==> config.mk <==
export PLATFORM = sky130hd
export DESIGN_NAME = positional_list_store_top_flat
export DESIGN_NICKNAME = d
export VERILOG_FILES = /design/src/rtl/lps_pkg.sv /design/src/rtl/lps_if.sv /design/src/rtl/positional_list_store_top.sv /design/src/rtl/lps_store.sv /design/src/rtl/lps_ctrl.sv /design/src/flat_wrapper.sv
export SDC_FILE = /design/constraint.sdc
export NUM_CORES = 1
export LEC_CHECK = 0
export ABC_AREA = 1
export BUFFER_PORTS_ARGS = -buffer_cell sky130_fd_sc_hd__buf_2
export CORE_UTILIZATION = 49
export CTS_CLUSTER_SIZE = 14
export DETAILED_ROUTE_END_ITERATION = 16
export PLACE_DENSITY = 0.65
export SLEW_MARGIN = 5
export SYNTH_ARGS = -nofsm -noshare
export SYNTH_HDL_FRONTEND = slang
export SYNTH_HIERARCHICAL = 1
export SYNTH_SLANG_ARGS = --single-unit
export TNS_END_PERCENT = 10
==> constraint.sdc <==
create_clock -name clk -period 7.94 [get_ports clk]
set_clock_uncertainty 0.1 [all_clocks]
set_input_delay 0.397 -clock clk [delete_from_list [all_inputs] [get_ports clk]]
set_output_delay 0.397 -clock clk [all_outputs]
set_load 0.005 [all_outputs]
==> src/rtl/lps_pkg.sv <==
package lps_pkg;

    typedef enum logic [3:0] {
        ACT_PUSH_FRONT = 4'd0,
        ACT_PUSH_BACK  = 4'd1,
        ACT_POP_FRONT  = 4'd2,
        ACT_POP_BACK   = 4'd3,
        ACT_INSERT     = 4'd4,
        ACT_REMOVE     = 4'd5,
        ACT_REPLACE    = 4'd6,
        ACT_READ       = 4'd7,
        ACT_CONTAINS   = 4'd8,
        ACT_CLEAR      = 4'd9
    } act_t;

    typedef enum logic [1:0] {
        ERR_OK    = 2'd0,
        ERR_EMPTY = 2'd1,
        ERR_RANGE = 2'd2,
        ERR_FULL  = 2'd3
    } err_t;

    typedef enum logic [3:0] {
        ST_IDLE,
        ST_TAKE_RD,
        ST_TAKE_GRAB,
        ST_DN_RD,
        ST_DN_WR,
        ST_UP_RD,
        ST_UP_WR,
        ST_PUT,
        ST_SCAN_RD,
        ST_SCAN_CMP,
        ST_DONE
    } state_t;

    // one finished request as handed to the output register
    typedef struct packed {
        logic [31:0] data;
        logic [4:0]  count;
        logic        found;
        err_t        error;
    } res_t;

endpackage

==> src/rtl/lps_if.sv <==
interface lps_req_if;
    logic        valid;
    logic        ready;
    logic [3:0]  action;
    logic [4:0]  position;
    logic [31:0] value;

    modport source (output valid, action, position, value, input ready);
    modport sink (input valid, action, position, value, output ready);
endinterface

interface lps_rsp_if;
    logic        valid;
    logic        ready;
    logic [31:0] data;
    logic [4:0]  count;
    logic        found;
    logic [1:0]  error;

    modport source (output valid, data, count, found, error, input ready);
    modport sink (input valid, data, count, found, error, output ready);
endinterface

==> src/rtl/positional_list_store_top.sv <==
// Ordered list of up to DEPTH words of DATA_W bits, kept in list order in a
// single-port-write / single-port-read memory (index 0 is the front). Each
// request on req yields exactly one beat on rsp with data, the count after
// the request, a found flag and an error code; a failing request leaves the
// list untouched. One request is in flight at a time: req.ready is high
// only while the sequencer is idle. Pushes and insert shift the entries
// from the position on up by one; pops and remove shift the entries after
// the removed one down; contains scans from the front until a hit or the
// end; clear, no-op, read, replace and failing requests move nothing.
// Time per request is set by the one memory read port: every entry that
// moves or is compared is first read (registered read data) and then
// written or compared. The result sits in an output register, so a
// waiting rsp only stalls the next request once that register is still
// full when the next result is ready.
module positional_list_store_top #(
    parameter int DEPTH  = 16,
    parameter int DATA_W = 32
) (
    input  logic      clk,
    input  logic      rst_n,
    lps_req_if.sink   req,
    lps_rsp_if.source rsp
);

    localparam int AW = $clog2(DEPTH);

    logic              we, re;
    logic [AW-1:0]     waddr, raddr;
    logic [DATA_W-1:0] wdata, rdata;
    logic              res_valid, res_take;
    lps_pkg::res_t     res;

    // output register
    logic          rsp_valid_reg, rsp_valid_next;
    lps_pkg::res_t rsp_res_reg, rsp_res_next;

    lps_ctrl #(
        .DEPTH  (DEPTH),
        .DATA_W (DATA_W)
    ) u_ctrl (
        .clk       (clk),
        .rst_n     (rst_n),
        .req       (req),
        .res_valid (res_valid),
        .res       (res),
        .res_take  (res_take),
        .we        (we),
        .waddr     (waddr),
        .wdata     (wdata),
        .re        (re),
        .raddr     (raddr),
        .rdata     (rdata)
    );

    lps_store #(
        .DEPTH  (DEPTH),
        .DATA_W (DATA_W)
    ) u_store (
        .clk   (clk),
        .we    (we),
        .waddr (waddr),
        .wdata (wdata),
        .re    (re),
        .raddr (raddr),
        .rdata (rdata)
    );

    // load a finished result whenever the output slot is free or draining
    assign res_take = res_valid && (!rsp_valid_reg || rsp.ready);

    always_comb
    begin
        rsp_valid_next = rsp_valid_reg;
        rsp_res_next   = rsp_res_reg;
        if (res_take)
        begin
            rsp_valid_next = 1'b1;
            rsp_res_next   = res;
        end
        else if (rsp.ready)
        begin
            rsp_valid_next = 1'b0;
        end
    end

    always_ff @(posedge clk or negedge rst_n)
    begin
        if (!rst_n)
        begin
            rsp_valid_reg <= 1'b0;
        end
        else
        begin
            rsp_valid_reg <= rsp_valid_next;
        end
    end

    always_ff @(posedge clk)
    begin
        rsp_res_reg <= rsp_res_next;
    end

    assign rsp.valid = rsp_valid_reg;
    assign rsp.data  = rsp_res_reg.data;
    assign rsp.count = rsp_res_reg.count;
    assign rsp.found = rsp_res_reg.found;
    assign rsp.error = rsp_res_reg.error;

endmodule

==> src/rtl/lps_store.sv <==
module lps_store #(
    parameter int DEPTH  = 16,
    parameter int DATA_W = 32,
    parameter int AW     = $clog2(DEPTH)
) (
    input  logic              clk,
    input  logic              we,
    input  logic [AW-1:0]     waddr,
    input  logic [DATA_W-1:0] wdata,
    input  logic              re,
    input  logic [AW-1:0]     raddr,
    output logic [DATA_W-1:0] rdata
);

    logic [DATA_W-1:0] mem [DEPTH];
    logic [DATA_W-1:0] rdata_reg;

    always_ff @(posedge clk)
    begin
        if (we)
        begin
            mem[waddr] <= wdata;
        end
        if (re)
        begin
            rdata_reg <= mem[raddr];
        end
    end

    assign rdata = rdata_reg;

endmodule

==> src/rtl/lps_ctrl.sv <==
module lps_ctrl #(
    parameter int DEPTH  = 16,
    parameter int DATA_W = 32,
    parameter int AW     = $clog2(DEPTH),
    parameter int CW     = $clog2(DEPTH + 1)
) (
    input  logic              clk,
    input  logic              rst_n,
    lps_req_if.sink           req,
    output logic              res_valid,
    output lps_pkg::res_t     res,
    input  logic              res_take,
    output logic              we,
    output logic [AW-1:0]     waddr,
    output logic [DATA_W-1:0] wdata,
    output logic              re,
    output logic [AW-1:0]     raddr,
    input  logic [DATA_W-1:0] rdata
);

    lps_pkg::state_t state_reg, state_next;
    lps_pkg::act_t   op_reg, op_next;
    lps_pkg::err_t   err_reg, err_next;
    logic [CW-1:0]     occ_reg, occ_next;
    logic [AW-1:0]     at_reg, at_next;
    logic [AW-1:0]     idx_reg, idx_next;
    logic [DATA_W-1:0] val_reg, val_next;
    logic [DATA_W-1:0] data_reg, data_next;
    logic              found_reg, found_next;

    lps_pkg::act_t act;
    lps_pkg::err_t acc_err;
    logic [AW-1:0] acc_at;
    logic          full, empty, acc_up;
    logic          take_more, dn_more, up_more, scan_more, hit, keeps_place;
    int            occ_i, pos_i;

    assign act   = lps_pkg::act_t'(req.action);
    assign occ_i = int'(occ_reg);
    assign pos_i = int'(req.position);
    assign full  = (occ_reg == CW'(DEPTH));
    assign empty = (occ_reg == '0);

    // shared index compare / step
    assign take_more = (int'(at_reg) + 1) < occ_i;
    assign dn_more   = (int'(idx_reg) + 2) < occ_i;
    assign up_more   = (int'(idx_reg) - 1) > int'(at_reg);
    assign scan_more = (int'(idx_reg) + 1) < occ_i;
    assign hit       = (rdata == val_reg);
    assign keeps_place = (op_reg == lps_pkg::ACT_REPLACE) || (op_reg == lps_pkg::ACT_READ);
    assign acc_up    = int'(acc_at) < occ_i;

    // request check at accept
    always_comb
    begin
        acc_err = lps_pkg::ERR_OK;
        acc_at  = '0;
        case (act)
            lps_pkg::ACT_PUSH_FRONT:
            begin
                if (full) acc_err = lps_pkg::ERR_FULL;
            end
            lps_pkg::ACT_PUSH_BACK:
            begin
                if (full) acc_err = lps_pkg::ERR_FULL;
                acc_at = AW'(occ_reg);
            end
            lps_pkg::ACT_POP_FRONT:
            begin
                if (empty) acc_err = lps_pkg::ERR_EMPTY;
            end
            lps_pkg::ACT_POP_BACK:
            begin
                if (empty) acc_err = lps_pkg::ERR_EMPTY;
                acc_at = AW'(occ_reg - CW'(1));
            end
            lps_pkg::ACT_INSERT:
            begin
                if (pos_i > occ_i) acc_err = lps_pkg::ERR_RANGE;
                else if (full) acc_err = lps_pkg::ERR_FULL;
                acc_at = AW'(req.position);
            end
            lps_pkg::ACT_REMOVE, lps_pkg::ACT_READ:
            begin
                if (pos_i >= occ_i) acc_err = lps_pkg::ERR_RANGE;
                acc_at = AW'(req.position);
            end
            lps_pkg::ACT_REPLACE:
            begin
                if (empty) acc_err = lps_pkg::ERR_EMPTY;
                else if (pos_i >= occ_i) acc_err = lps_pkg::ERR_RANGE;
                acc_at = AW'(req.position);
            end
            default:
            begin
                acc_err = lps_pkg::ERR_OK;
            end
        endcase
    end

    // next state
    always_comb
    begin
        state_next = state_reg;
        case (state_reg)
            lps_pkg::ST_IDLE:
            begin
                if (req.valid)
                begin
                    if (acc_err != lps_pkg::ERR_OK)
                    begin
                        state_next = lps_pkg::ST_DONE;
                    end
                    else
                    begin
                        case (act)
                            lps_pkg::ACT_PUSH_FRONT, lps_pkg::ACT_PUSH_BACK,
                            lps_pkg::ACT_INSERT:
                                state_next = acc_up ? lps_pkg::ST_UP_RD : lps_pkg::ST_PUT;
                            lps_pkg::ACT_POP_FRONT, lps_pkg::ACT_POP_BACK,
                            lps_pkg::ACT_REMOVE, lps_pkg::ACT_REPLACE, lps_pkg::ACT_READ:
                                state_next = lps_pkg::ST_TAKE_RD;
                            lps_pkg::ACT_CONTAINS:
                                state_next = empty ? lps_pkg::ST_DONE : lps_pkg::ST_SCAN_RD;
                            default:
                                state_next = lps_pkg::ST_DONE;
                        endcase
                    end
                end
            end
            lps_pkg::ST_TAKE_RD:   state_next = lps_pkg::ST_TAKE_GRAB;
            lps_pkg::ST_TAKE_GRAB:
            begin
                if (!keeps_place && take_more) state_next = lps_pkg::ST_DN_RD;
                else                           state_next = lps_pkg::ST_DONE;
            end
            lps_pkg::ST_DN_RD:     state_next = lps_pkg::ST_DN_WR;
            lps_pkg::ST_DN_WR:
                state_next = dn_more ? lps_pkg::ST_DN_RD : lps_pkg::ST_DONE;
            lps_pkg::ST_UP_RD:     state_next = lps_pkg::ST_UP_WR;
            lps_pkg::ST_UP_WR:
                state_next = up_more ? lps_pkg::ST_UP_RD : lps_pkg::ST_PUT;
            lps_pkg::ST_PUT:       state_next = lps_pkg::ST_DONE;
            lps_pkg::ST_SCAN_RD:   state_next = lps_pkg::ST_SCAN_CMP;
            lps_pkg::ST_SCAN_CMP:
            begin
                if (!hit && scan_more) state_next = lps_pkg::ST_SCAN_RD;
                else                   state_next = lps_pkg::ST_DONE;
            end
            lps_pkg::ST_DONE:
            begin
                if (res_take) state_next = lps_pkg::ST_IDLE;
            end
            default:               state_next = lps_pkg::ST_IDLE;
        endcase
    end

    // outputs: handshake, memory port, result
    always_comb
    begin
        req.ready = (state_reg == lps_pkg::ST_IDLE);
        res_valid = (state_reg == lps_pkg::ST_DONE);
        we    = 1'b0;
        waddr = idx_reg;
        wdata = rdata;
        re    = 1'b0;
        raddr = idx_reg;
        case (state_reg)
            lps_pkg::ST_TAKE_RD:
            begin
                re    = 1'b1;
                raddr = at_reg;
            end
            lps_pkg::ST_TAKE_GRAB:
            begin
                we    = (op_reg == lps_pkg::ACT_REPLACE);
                waddr = at_reg;
                wdata = val_reg;
            end
            lps_pkg::ST_DN_RD:
            begin
                re    = 1'b1;
                raddr = idx_reg + AW'(1);
            end
            lps_pkg::ST_UP_RD:
            begin
                re    = 1'b1;
                raddr = idx_reg - AW'(1);
            end
            lps_pkg::ST_DN_WR, lps_pkg::ST_UP_WR:
            begin
                we = 1'b1;
            end
            lps_pkg::ST_PUT:
            begin
                we    = 1'b1;
                waddr = at_reg;
                wdata = val_reg;
            end
            lps_pkg::ST_SCAN_RD:
            begin
                re = 1'b1;
            end
            default:
            begin
                we = 1'b0;
            end
        endcase
        res.data  = 32'(data_reg);
        res.count = 5'(occ_reg);
        res.found = found_reg;
        res.error = err_reg;
    end

    // datapath registers
    always_comb
    begin
        op_next    = op_reg;
        err_next   = err_reg;
        occ_next   = occ_reg;
        at_next    = at_reg;
        idx_next   = idx_reg;
        val_next   = val_reg;
        data_next  = data_reg;
        found_next = found_reg;
        case (state_reg)
            lps_pkg::ST_IDLE:
            begin
                if (req.valid)
                begin
                    op_next    = act;
                    err_next   = acc_err;
                    at_next    = acc_at;
                    idx_next   = (act == lps_pkg::ACT_CONTAINS) ? '0 : AW'(occ_reg);
                    val_next   = DATA_W'(req.value);
                    data_next  = '0;
                    found_next = 1'b0;
                    if (act == lps_pkg::ACT_CLEAR) occ_next = '0;
                end
            end
            lps_pkg::ST_TAKE_GRAB:
            begin
                data_next = rdata;
                if (!keeps_place)
                begin
                    idx_next = at_reg;
                    if (!take_more) occ_next = occ_reg - CW'(1);
                end
            end
            lps_pkg::ST_DN_WR:
            begin
                idx_next = idx_reg + AW'(1);
                if (!dn_more) occ_next = occ_reg - CW'(1);
            end
            lps_pkg::ST_UP_WR:
            begin
                idx_next = idx_reg - AW'(1);
            end
            lps_pkg::ST_PUT:
            begin
                occ_next = occ_reg + CW'(1);
            end
            lps_pkg::ST_SCAN_CMP:
            begin
                if (hit) found_next = 1'b1;
                else     idx_next   = idx_reg + AW'(1);
            end
            default:
            begin
                occ_next = occ_reg;
            end
        endcase
    end

    always_ff @(posedge clk or negedge rst_n)
    begin
        if (!rst_n)
        begin
            state_reg <= lps_pkg::ST_IDLE;
            occ_reg   <= '0;
        end
        else
        begin
            state_reg <= state_next;
            occ_reg   <= occ_next;
        end
    end

    always_ff @(posedge clk)
    begin
        op_reg    <= op_next;
        err_reg   <= err_next;
        at_reg    <= at_next;
        idx_reg   <= idx_next;
        val_reg   <= val_next;
        data_reg  <= data_next;
        found_reg <= found_next;
    end

endmodule

==> src/flat_wrapper.sv <==
// flat-port wrapper written by rule: the top's interface ports become plain ports
module positional_list_store_top_flat 
#(
    parameter int DEPTH  = 16,
    parameter int DATA_W = 32
)
  (clk, rst_n, req_valid, req_action, req_position, req_value, req_ready, rsp_valid, rsp_data, rsp_count, rsp_found, rsp_error, rsp_ready);
  lps_req_if req_i ();
  lps_rsp_if rsp_i ();
  input  logic clk;
  input  logic rst_n;
  input wire logic [$bits(req_i.valid)-1:0] req_valid;
  input wire logic [$bits(req_i.action)-1:0] req_action;
  input wire logic [$bits(req_i.position)-1:0] req_position;
  input wire logic [$bits(req_i.value)-1:0] req_value;
  output wire logic [$bits(req_i.ready)-1:0] req_ready;
  output wire logic [$bits(rsp_i.valid)-1:0] rsp_valid;
  output wire logic [$bits(rsp_i.data)-1:0] rsp_data;
  output wire logic [$bits(rsp_i.count)-1:0] rsp_count;
  output wire logic [$bits(rsp_i.found)-1:0] rsp_found;
  output wire logic [$bits(rsp_i.error)-1:0] rsp_error;
  input wire logic [$bits(rsp_i.ready)-1:0] rsp_ready;
  assign req_i.valid = req_valid;
  assign req_i.action = req_action;
  assign req_i.position = req_position;
  assign req_i.value = req_value;
  assign req_ready = req_i.ready;
  assign rsp_valid = rsp_i.valid;
  assign rsp_data = rsp_i.data;
  assign rsp_count = rsp_i.count;
  assign rsp_found = rsp_i.found;
  assign rsp_error = rsp_i.error;
  assign rsp_i.ready = rsp_ready;
  positional_list_store_top #(.DEPTH(DEPTH), .DATA_W(DATA_W)) u_core (.clk(clk), .rst_n(rst_n), .req(req_i), .rsp(rsp_i));
endmodule
==> results.txt <==
CTS Sinks: 673
Net Count, Synth: 2,907
crit path cell chain: nor2_1 > inv_1 > nor2_1 > o21ai_0 > o221ai_4 > buf_4 > buf_4 > nand2_1 > nand3_1 > nand3_1 > nand3_1 > nand2_1
largest net degree at the start of global routing: 129
Final Setup Violations: 0
DRC violations left: 0
Peak Freq: 0.240 GHz
clk buf depth: 3
CP dominant cell by count: nand3_1
vias in the first global route: 19,000
CTS root buf: clkbuf_16
critical path endpoint category: flop
Peak VDD IR: 0.470 mV
cell area after layout: 33,800 sq um
RePlAce Congestion: 0.876
Total Routing Usage GR: 23.7%
Total Neg Setup Slack: 0 ns
Final Util: 56.8%
worst min-delay path class: input port to asynchronous set/reset pin
Detailed Route WL: 73,000 um
crit-path max FO: 100
max_cap viols: 0
worst-margin pin slew: 1.17 ns
die height: 248 um
initial antenna violation count: 0
DR vias/cell: 5.21
cts bufs inserted: 71
die area: 61,700 sq um
fillers: 4,955
I/O Buffers: 86
ratio of cells with drive above 1 in the final layout: 9.59%
Ports: 87
RSZ-0062 raised after global routing: false
Initial Util: 50.1%
Yosys warning count: 6
Detailed Place HPWL: 38,700 um
peak per-stage delay on the critical path: 0.95 ns
CTS H-tree depth: 3
1st-iter DRT viols: 1,810
status: completed
register bit count reported by yosys: 673
final hold slack: 0.119 ns
Setup crit start kind: flop
pwr/cell area: 440 nW/um^2
Crit Reg-Reg Startpoint: u_core/u_ctrl/state_reg[1]
Clock transition at path regs: 0.06 ns
Avg Cell Area, Syn: 10.5 sq um
worst r2r path cells: 12
Wirelength per Cell: 19.2 um
reg2reg end: u_core/u_store/rdata[15]
Syn-to-layout area delta: 13.4%
CTS tree: built
required time of the critical path: 8.18 ns
WP data arrival: 4.42 ns
commonest non-fill, non-tap cell in the layout: nand2_1
CP Launch Point: u_core/u_ctrl/state_reg[1]
sequential element share of the synthesized area: 67.7%
WS Path Type: flop to flop
core area: 59,500 sq um
Max Transition Viols Final: 0
Vias: 19,800
reg2reg setup slack: 3.77 ns
TritonRoute pass-1 iters: 7
global-route wire length before repair: 112,000 um
cell area after placement: 31,100 sq um
most frequent cells in the layout: 875 x nand2_1, 663 x edfxtp_1, 483 x inv_1
Post-DRT Antenna Nets: 0
max_slew headroom: 21.6%
Hold Fails Final Rpt: 0
Slowest cell on crit path: buf_4
synthesized area: 29,800 sq um
final net count: 3,051
diodes inserted: 0
FP Rows: 89
Leak: 0.0143 uW
Die Wd: 248 um
Post-Synthesis Cells: 2,829
minimum clock period: 4.17 ns
GRT Residual Overflow: 0
Clk Latency, worst-skew pair: 0.60 ns
fin crit share: 52.6%
max reg flops: 512
Synth cell types: 38
Top reg by flops: u_core/u_store/mem
## synth_stat cells (all sizes together)
| library cell | number | area, sq um |
|---|---|---|
| a32oi | 1 | 8.76 |
| o22ai | 3 | 18.8 |
| o21a | 1 | 7.51 |
| a22oi | 2 | 15.0 |
| inv | 489 | 1840 |
| a21oi | 24 | 124 |
| clkbuf | 25 | 93.8 |
| nor3 | 5 | 30.0 |
| nor2 | 97 | 399 |
| buf | 93 | 662 |
| dfrtp | 10 | 250 |
| a31oi | 2 | 12.5 |
| o21ai | 47 | 235 |
| nand2 | 878 | 3310 |
| o2111ai | 4 | 35.0 |
| o211ai | 6 | 45.0 |
| nand3 | 407 | 2040 |
| or2 | 1 | 6.26 |
| edfxtp | 663 | 19900 |
| o221ai | 4 | 35.0 |
| xor2 | 10 | 87.6 |
| xnor2 | 15 | 131 |
| ha | 33 | 413 |
| nand3b | 3 | 22.5 |
| nand4 | 6 | 37.5 |
## where the power goes
| group | internal [uW] | switching, uW | leakage [uW] |
|---|---|---|---|
| sequential | 5220 | 216 | 0.00616 |
| combinational | 1720 | 4460 | 0.00703 |
| clock | 1930 | 1320 | 0.00112 |
## cell type report
type	instances	area, sq um	area share [%]
sequential	673	20200	59.7
multi-input combinational	1549	7210	21.4
clock buffer	90	1950	5.79
inverter	489	1850	5.47
timing repair buffer	189	1300	3.85
tap	773	967	2.86
clock inverter	35	325	0.963
## worst max-delay path, delay by kind of cell (launching register included)
kind                   cells  cell delay, ns
AOI/OAI and AO/OA          2            0.37
buffers and inverters      3            1.75
DFF                        1            0.44
and+or+nand+nor            7            1.17
## per-stage QoR
step | total power, uW | setup slack, ns | std cells
detailed placement | 11600 | 3.88 | 3635
CTS | 14900 | 3.81 | 3798
global route | 15800 | 3.43 | 3798
global placement | 11500 | 3.98 | 3635
finish | 14900 | 3.77 | 3798
floorplan | 9850 | 4.35 | 2829
## repair_timing
| action | in CTS | in global routing |
|---|---|---|
| endpoints found under the hold margin | 47 | 0 |
| hold buffers | 38 | 0 |
| resized for setup | 0 | 0 |
| setup buffers | 0 | 0 |
## worst max path at each step
stage	to	depth (start not counted)
floorplan	u_core/u_ctrl/data_reg[0]	3
global placement	u_core/u_store/rdata[15]	12
detailed placement	u_core/u_store/rdata[12]	12
CTS	u_core/u_store/rdata[31]	12
global route	u_core/u_store/rdata[31]	12
finish	u_core/u_store/rdata[15]	12
## routing by layer
| metal | up-vias | routed length, um | global-route usage, % |
|---|---|---|---|
| met5 | - | 0 | 0 |
| met4 | 0 | 1490 | 7.20 |
| met3 | 102 | 5340 | 4.00 |
| met2 | 716 | 35800 | 40.4 |
| met1 | 9470 | 30400 | 31.1 |
| li1 | 9512 | - | - |
## cells by family (layout without fill, tap and decap cells)
group,after synthesis,after routing,synth area share [%]
adder cells (fa/ha/maj),33,33,1.39
AND/OR/NAND/NOR,1397,1397,19.6
XOR/XNOR,25,25,0.736
AO/OA/AOI/OAI,94,94,1.80
flip-flops,673,673,67.7
buffers and inverters,607,803,8.71
No activity file was read; power rests on OpenSTA's default activity.
